$ cat src/hw/rtl/dos_pkg.sv
// Types and constants for the DHCP option scanner.
`default_nettype none

package dos_pkg;

    localparam int unsigned BYTE_W = 8;
    localparam int unsigned OFFS_W = 11;
    localparam int unsigned STAT_W = 3;

    localparam logic [BYTE_W-1:0] CODE_PAD = 8'd0;
    localparam logic [BYTE_W-1:0] CODE_END = 8'd255;

    typedef enum logic [2:0] {
        PH_HEADER  = 3'd0,
        PH_CODE    = 3'd1,
        PH_LENGTH  = 3'd2,
        PH_VALUE   = 3'd3,
        PH_SETTLED = 3'd4
    } dos_phase_t;

    typedef enum logic [STAT_W-1:0] {
        ST_FOUND      = 3'd0,
        ST_END        = 3'd1,
        ST_SHORT      = 3'd2,
        ST_TRUNC      = 3'd3,
        ST_DATA_ENDED = 3'd4
    } dos_status_t;

    // One search result; status sits in the low bits
    typedef struct packed {
        logic [BYTE_W-1:0] length;
        logic [OFFS_W-1:0] offset;
        dos_status_t       status;
    } dos_result_t;

endpackage

`default_nettype wire

$ cat src/hw/rtl/dhcp_option_scanner_unit.sv
// DHCP option scanner: finds one configured option in a byte-serial DHCP message.
//
// Input stream (s_*): one message byte per transaction, s_tlast on the final byte.
// The first HEADER_BYTES bytes are skipped, then the option list is walked as
// code/length/value records; pad is skipped and the end code settles the search.
// Config channel (cfg_*): cfg_data is the option code to look for; cfg_ready is
// always high, and a write should land between messages.
// Result stream (m_*): exactly one transaction per message, after its last byte:
// status, offset of the option's code byte in the options field, and value length
// (offset and length are zero unless the option was found).
// The result is registered into the output buffer from the last byte's parser update.
// Throughput: one byte per cycle while s_tready is high, set by the parser update.
// A two-entry output buffer (result register plus skid) lets input keep flowing
// while a result waits; s_tready drops only when both entries are full.
// Reset (aresetn low, synchronous) clears the parser, empties the output buffer
// and sets the wanted code to zero.
`default_nettype none

module dhcp_option_scanner_unit #(
    parameter int unsigned HEADER_BYTES  = 240,
    parameter int unsigned MAX_MSG_BYTES = 2048
) (
    input  wire logic        aclk,
    input  wire logic        aresetn,
    // Input stream
    input  wire logic        s_tvalid,
    output logic             s_tready,
    input  wire logic [7:0]  s_tdata,   // [7:0] data_byte
    input  wire logic        s_tlast,   // last_byte
    // Result stream
    output logic             m_tvalid,
    input  wire logic        m_tready,
    output logic [23:0]      m_tdata,   // [2:0] status, [13:3] option_offset,
                                        // [21:14] option_length, [23:22] zero
    // Configuration
    input  wire logic        cfg_valid,
    output logic             cfg_ready,
    input  wire logic [7:0]  cfg_data   // wanted_code
);
    import dos_pkg::*;

    logic [BYTE_W-1:0] wanted_reg;
    logic              byte_accept;
    logic              res_valid;
    dos_result_t       res;

    logic              main_valid_reg, main_valid_next;
    dos_result_t       main_data_reg, main_data_next;
    logic              skid_valid_reg, skid_valid_next;
    dos_result_t       skid_data_reg, skid_data_next;
    logic              pop;

    assign cfg_ready   = 1'b1;
    assign s_tready    = !skid_valid_reg;
    assign byte_accept = s_tvalid && s_tready;

    // Hold the wanted option code
    always_ff @(posedge aclk) begin
        if (!aresetn) begin
            wanted_reg <= '0;
        end else if (cfg_valid && cfg_ready) begin
            wanted_reg <= cfg_data;
        end
    end

    dos_parser #(
        .HEADER_BYTES  (HEADER_BYTES),
        .MAX_MSG_BYTES (MAX_MSG_BYTES)
    ) u_parser (
        .aclk        (aclk),
        .aresetn     (aresetn),
        .byte_accept (byte_accept),
        .data_byte   (s_tdata),
        .last_byte   (s_tlast),
        .wanted_code (wanted_reg),
        .res_valid   (res_valid),
        .res         (res)
    );

    // Output buffer: result register backed by a skid entry
    assign pop = main_valid_reg && m_tready;

    always_comb begin
        main_valid_next = main_valid_reg;
        main_data_next  = main_data_reg;
        skid_valid_next = skid_valid_reg;
        skid_data_next  = skid_data_reg;
        if (pop) begin
            if (skid_valid_reg) begin
                main_data_next  = skid_data_reg;
                skid_valid_next = 1'b0;
            end else if (res_valid) begin
                main_data_next = res;
            end else begin
                main_valid_next = 1'b0;
            end
        end else if (res_valid) begin
            if (!main_valid_reg) begin
                main_valid_next = 1'b1;
                main_data_next  = res;
            end else begin
                skid_valid_next = 1'b1;
                skid_data_next  = res;
            end
        end
    end

    always_ff @(posedge aclk) begin
        if (!aresetn) begin
            main_valid_reg <= 1'b0;
            skid_valid_reg <= 1'b0;
        end else begin
            main_valid_reg <= main_valid_next;
            skid_valid_reg <= skid_valid_next;
        end
    end

    always_ff @(posedge aclk) begin
        main_data_reg <= main_data_next;
        skid_data_reg <= skid_data_next;
    end

    assign m_tvalid = main_valid_reg;
    assign m_tdata  = {2'b00, main_data_reg.length, main_data_reg.offset,
                       main_data_reg.status};

endmodule

`default_nettype wire

$ cat src/hw/rtl/dos_parser.sv
// Byte-wise option list parser: one message byte per accepted transaction.
`default_nettype none

module dos_parser #(
    parameter int unsigned HEADER_BYTES  = 240,
    parameter int unsigned MAX_MSG_BYTES = 2048
) (
    input  wire logic                       aclk,
    input  wire logic                       aresetn,
    input  wire logic                       byte_accept,
    input  wire logic [dos_pkg::BYTE_W-1:0] data_byte,
    input  wire logic                       last_byte,
    input  wire logic [dos_pkg::BYTE_W-1:0] wanted_code,
    output logic                            res_valid,
    output dos_pkg::dos_result_t            res
);
    import dos_pkg::*;

    localparam int unsigned POS_W  = $clog2(MAX_MSG_BYTES + 1);
    localparam int unsigned DIFF_W = (POS_W > OFFS_W) ? POS_W : OFFS_W;

    dos_phase_t        phase_reg, phase_next;
    logic [POS_W-1:0]  pos_reg, pos_next;
    logic [BYTE_W-1:0] skip_reg, skip_next;
    logic              pend_reg, pend_next;
    logic [OFFS_W-1:0] moff_reg, moff_next;
    logic [BYTE_W-1:0] mlen_reg, mlen_next;
    dos_status_t       sst_reg, sst_next;

    logic [DIFF_W-1:0] pos_wide;
    logic [DIFF_W-1:0] code_offset;
    logic              header_done;
    logic              in_window;
    dos_status_t       final_status;

    assign pos_wide    = DIFF_W'(pos_reg);
    assign code_offset = pos_wide - DIFF_W'(HEADER_BYTES);
    assign header_done = (pos_wide >= DIFF_W'(HEADER_BYTES - 1));
    assign in_window   = (pos_reg < POS_W'(MAX_MSG_BYTES));

    // Advance the parser on each accepted byte within the parse limit; report and clear on the last one
    always_comb begin
        phase_next   = phase_reg;
        pos_next     = pos_reg;
        skip_next    = skip_reg;
        pend_next    = pend_reg;
        moff_next    = moff_reg;
        mlen_next    = mlen_reg;
        sst_next     = sst_reg;
        final_status = ST_DATA_ENDED;
        res_valid    = 1'b0;
        res          = '0;

        if (byte_accept) begin
            if (in_window) begin
                pos_next = pos_reg + 1'b1;
                case (phase_reg)
                    PH_HEADER: begin
                        if (header_done) begin
                            phase_next = PH_CODE;
                        end
                    end
                    PH_CODE: begin
                        if (data_byte == CODE_PAD) begin
                            phase_next = PH_CODE;
                        end else if (data_byte == CODE_END) begin
                            sst_next   = ST_END;
                            phase_next = PH_SETTLED;
                        end else begin
                            pend_next  = (data_byte == wanted_code);
                            moff_next  = code_offset[OFFS_W-1:0];
                            phase_next = PH_LENGTH;
                        end
                    end
                    PH_LENGTH: begin
                        mlen_next = data_byte;
                        skip_next = data_byte;
                        if (data_byte == '0) begin
                            if (pend_reg) begin
                                sst_next   = ST_FOUND;
                                phase_next = PH_SETTLED;
                            end else begin
                                phase_next = PH_CODE;
                            end
                        end else begin
                            phase_next = PH_VALUE;
                        end
                    end
                    PH_VALUE: begin
                        skip_next = skip_reg - 1'b1;
                        if (skip_reg == BYTE_W'(1)) begin
                            if (pend_reg) begin
                                sst_next   = ST_FOUND;
                                phase_next = PH_SETTLED;
                            end else begin
                                phase_next = PH_CODE;
                            end
                        end
                    end
                    default: begin
                        phase_next = phase_reg;
                    end
                endcase
            end

            if (last_byte) begin
                case (phase_next)
                    PH_SETTLED: final_status = sst_next;
                    PH_HEADER:  final_status = ST_SHORT;
                    PH_CODE:    final_status = ST_DATA_ENDED;
                    default:    final_status = ST_TRUNC;
                endcase
                res_valid  = 1'b1;
                res.status = final_status;
                if (final_status == ST_FOUND) begin
                    res.offset = moff_next;
                    res.length = mlen_next;
                end
                // Drop all per-message state
                phase_next = PH_HEADER;
                pos_next   = '0;
                skip_next  = '0;
                pend_next  = 1'b0;
                moff_next  = '0;
                mlen_next  = '0;
                sst_next   = ST_DATA_ENDED;
            end
        end
    end

    // Hold parser state
    always_ff @(posedge aclk) begin
        if (!aresetn) begin
            phase_reg <= PH_HEADER;
            pos_reg   <= '0;
            skip_reg  <= '0;
            pend_reg  <= 1'b0;
            moff_reg  <= '0;
            mlen_reg  <= '0;
            sst_reg   <= ST_DATA_ENDED;
        end else begin
            phase_reg <= phase_next;
            pos_reg   <= pos_next;
            skip_reg  <= skip_next;
            pend_reg  <= pend_next;
            moff_reg  <= moff_next;
            mlen_reg  <= mlen_next;
            sst_reg   <= sst_next;
        end
    end

endmodule

`default_nettype wire

$ cat config.mk
export PLATFORM = sky130hd
export DESIGN_NAME = dhcp_option_scanner_unit
export DESIGN_NICKNAME = d
export VERILOG_FILES = /design/src/hw/rtl/dos_pkg.sv /design/src/hw/rtl/dhcp_option_scanner_unit.sv /design/src/hw/rtl/dos_parser.sv
export SDC_FILE = /design/constraint.sdc
export NUM_CORES = 1
export LEC_CHECK = 0
export BUFFER_PORTS_ARGS = -buffer_cell sky130_fd_sc_hd__buf_2
export CORE_UTILIZATION = 50
export CTS_CLUSTER_SIZE = 30
export DETAILED_ROUTE_END_ITERATION = 12
export HOLD_SLACK_MARGIN = 0.12
export PLACE_DENSITY_LB_ADDON = 0.2
export SLEW_MARGIN = 15
export SYNTH_ARGS = -nofsm -noshare
export SYNTH_HDL_FRONTEND = slang
export SYNTH_HIERARCHICAL = 1
export SYNTH_SLANG_ARGS = --single-unit
$ cat constraint.sdc
create_clock -name aclk -period 5.75 [get_ports aclk]
set_clock_uncertainty 0.05 [all_clocks]
set_input_delay 1.15 -clock aclk [delete_from_list [all_inputs] [get_ports aclk]]
set_output_delay 1.15 -clock aclk [all_outputs]
set_load 0.1 [all_outputs]
==> key figures <==
Critical path
  – CP arrival: 3.88 ns
  – Crit start category: flip-flop
  – Crit Path Class: flip-flop to flip-flop
  – Worst setup EP type: flip-flop
  – CP required: 5.81 ns
  – Crit-path max FO: 18

Power and ir drop
  – Comb power frac: 0.095
  – Tot Pwr: 0.001333 W
  – Pint: 0.0009834 W
  – Sw frac: 0.2623
  – Sequential Power Share: 0.567
  – Sw Pwr: 0.0003496 W
  – Power share of the clock group: 0.338
  – Pwr/cell area: 241.6 nW/µm²
  – Maximum vdd drop: 0.0001327 V
  – Static leakage: 2.059 nW

Clock tree
  – CTS Hold Buffers Added: 0
  – Worst-Skew Late Latency: 0.36 ns
  – Setup Fix Bufs, Post-CTS: 0
  – Root buf cell: clkbuf_8
  – Clock Pin Slew Worst Setup and Hold Paths: 0.10 ns
  – Htree depth: 3
  – Sink Count: 100
  – Post-CTS resize count: 0
  – Clock Tree Buf Depth: 2
  – CTS Buf Count: 9
  – CTS tree: done

Placement
  – Dpl cell area: 5309 µm²
  – Post-Place Cells: 622
  – HPWL after DPL: 6933 µm
  – DP Worst Slack: 1.637 ns
  – Final GP Congestion: 0.9004
  – Port bufs: 45

Final layout
  – Register Area: 2442 µm²
  – Antenna Cells: 0
  – Layout fillers: 887
  – Post-route cell area: 5518 µm²
  – Layout cells sized above 1: 0.2000
  – Finished Layout Cells: 638
  – Area of the multi-input gates: 2426 µm²
  – Area growth, synth to finish: 8.194%
  – Nets: 527

Global routing
  – Initial antenna violation count: 0
  – GRT Total Usage: 0.1952
  – First-pass GRT wire length: 15,920 µm
  – Number of global-route vias before repair: 3,214
  – Largest net degree at the start of global routing: 44
  – Grt ovf: 0

Drt
  – Wire per inst: 15.29 µm
  – Max Used Layer: met4
  – DRC viols: 0
  – Post-route ant nets: 0
  – Total number of vias: 3,587
  – Drt total wl: 9752 µm
  – DRT iter0 DRCs: 234
  – Met2 WL: 4328 µm
  – Routed length on met1: 4692 µm
  – DR WL met3: 538 µm
  – Initial DRT Pass Iterations: 5
  – Vias per cell: 5.622

STA
  – Setup ws final: 1.932 ns
  – Fin. max-slew vios: 0
  – Actual slew at the worst max-slew pin: 1.158 ns
  – Final TNS setup: 0 ns
  – Max-slew headroom: 0.2278
  – Fmax achieved: 261.9 MHz
  – Crit path time final: 3.818 ns
  – Final period util: 0.6640
  – Setup Viol. Count Final: 0
  – Fin. Hold Viols: 0
  – Unrepaired setup endpoints after global routing: no

Yosys
  – Leading area contributor after synthesis: edfxtp_1
  – Mapped cell area: 5100 µm²
  – Post-synth ARST share: 0
  – Primary FF master, synth: dfxtp_1
  – Most frequent cell after synthesis: dfxtp_1
  – Share of the synthesized area in the top cell type: 0.2591
  – Number of flops mapped to enable cells by yosys: 44
  – #FFs+latches synth: 100
  – Mean Syn Cell Area: 10.83 µm²
  – Yosys warns: 6
  – Synthesized instance count: 471
  – Sequential cell area fraction in the yosys report: 0.4789
  – Main area contributors after synthesis: edfxtp_1 26%, dfxtp_1 22%, mux2_4 5.9%, mux2i_1 4.1%, nor2b_1 3.8%
  – Library cells used by synthesis: 63
  – Synth cell count leaders: 56 x dfxtp_1, 44 x edfxtp_1, 31 x nor2_1, 31 x nor2b_1, 26 x nand2_1

Worst hold path
  – Hold WC Path Type: flip-flop to flip-flop

Floorplan
  – Die Span Y: 103.0 µm
  – I/O pin cnt: 49
  – Die Width: 103.0 µm
  – FP Rows: 36
  – Die area: 10,610 µm²
  – Core area: 9819 µm²
  – Initial Utilization: 0.5194

Run
  – Max cap viols: 0

Status
  – Status: finished, final reports clean
==> layer usage <==
metal,vias up,track usage
li1,1754,-
met1,1694,0.2684
met2,123,0.3082
met3,16,0.02983
met4,0,0.08017
met5,-,0
==> logic make-up (layout without fill, tap and decap cells) <==
logic type                 after synthesis  after routing  share of synthesized area
other                                    2              3                   0.001473
DFF                                    100            100                     0.4789
and+or+nand+nor                        167            167                     0.1980
muxes                                   43             43                     0.1045
AOI/OAI and AO/OA                       88             88                     0.1153
buffers and inverters                   42             75                    0.04833
adders and majority gates                5              5                    0.01227
xor gates and xnor gates                24             24                    0.04122
==> critical path, stage by stage, from the launching register on <==
cell and delay (ns):
dfxtp_1 0.69, nand3b_1 0.55, a31oi_1 0.39, or2_1 0.14, o32a_1 0.33, or3_1 0.94, a21oi_1 0.15, mux2_2 0.33
==> area by class of cell <==
class                   instances  share of cell area
clock buffers                  10             0.02313
multi-input cells             330              0.4397
flip-flops and latches        100              0.4426
clock inverters                 6             0.01338
inverters                      13            0.008844
repair buffers                 46             0.04218
well taps                     133             0.03016
==> power by group through the flow <==
| stage | clock network [W] | logic [W] | registers, W |
|---|---|---|---|
| 2_1_floorplan | 0 | 0.0000547 | 0.000816 |
| 4_1_cts | 0.000464 | 0.000127 | 0.000756 |
| 6_report | 0.000451 | 0.000126 | 0.000756 |
| 3_3_place_gp | 0 | 0.000125 | 0.000772 |
| 5_1_grt | 0.000491 | 0.000135 | 0.000758 |
| 3_5_place_dp | 0 | 0.000127 | 0.000773 |
==> layout by cell type (no fill, tap or decap), types with 3 or more instances in the layout <==
master / instances
a21boi_0: 5
nand4_1: 8
buf_2: 45
a31oi_1: 4
nand3_1: 8
edfxtp_1: 44
and2_1: 7
clkbuf_8: 9
nor4_1: 5
and4_1: 4
o21ai_0: 15
a211oi_1: 3
nor2_4: 10
a22oi_1: 9
nor2b_1: 31
nor3_1: 10
nor2_1: 31
a32oi_1: 7
mux2i_1: 21
a21o_1: 4
or3_1: 4
conb_1: 3
mux2_4: 20
inv_1: 12
and3_1: 6
ha_1: 5
nand2_1: 26
a2bb2oi_1: 4
dfxtp_1: 56
nor3b_1: 4
xor2_1: 14
a21oi_1: 21
xnor2_1: 10
==> through the flow <==
step / util / hold slack, ns
3_3_place_gp: 0.5406 / 0.4167
4_1_cts: 0.5612 / 0.4443
3_5_place_dp: 0.5406 / 0.4233
2_1_floorplan: - / 0.3850
6_report: 0.5619 / 0.4457
5_1_grt: 0.5619 / 0.4648
==> final timing paths <==
check                                            from  slack (ns)                  end  cells after the start
worst max-delay path            u_parser/phase_reg[0]        1.93          m_tdata[21]                      7
worst min-delay path              u_parser/sst_reg[1]        0.45  u_parser/sst_reg[1]                      2
worst max register to register  u_parser/phase_reg[0]        1.93          m_tdata[21]                      7
worst min register to register    u_parser/sst_reg[1]        0.45  u_parser/sst_reg[1]                      2
Note: power is estimated with default switching activity, not from simulation.
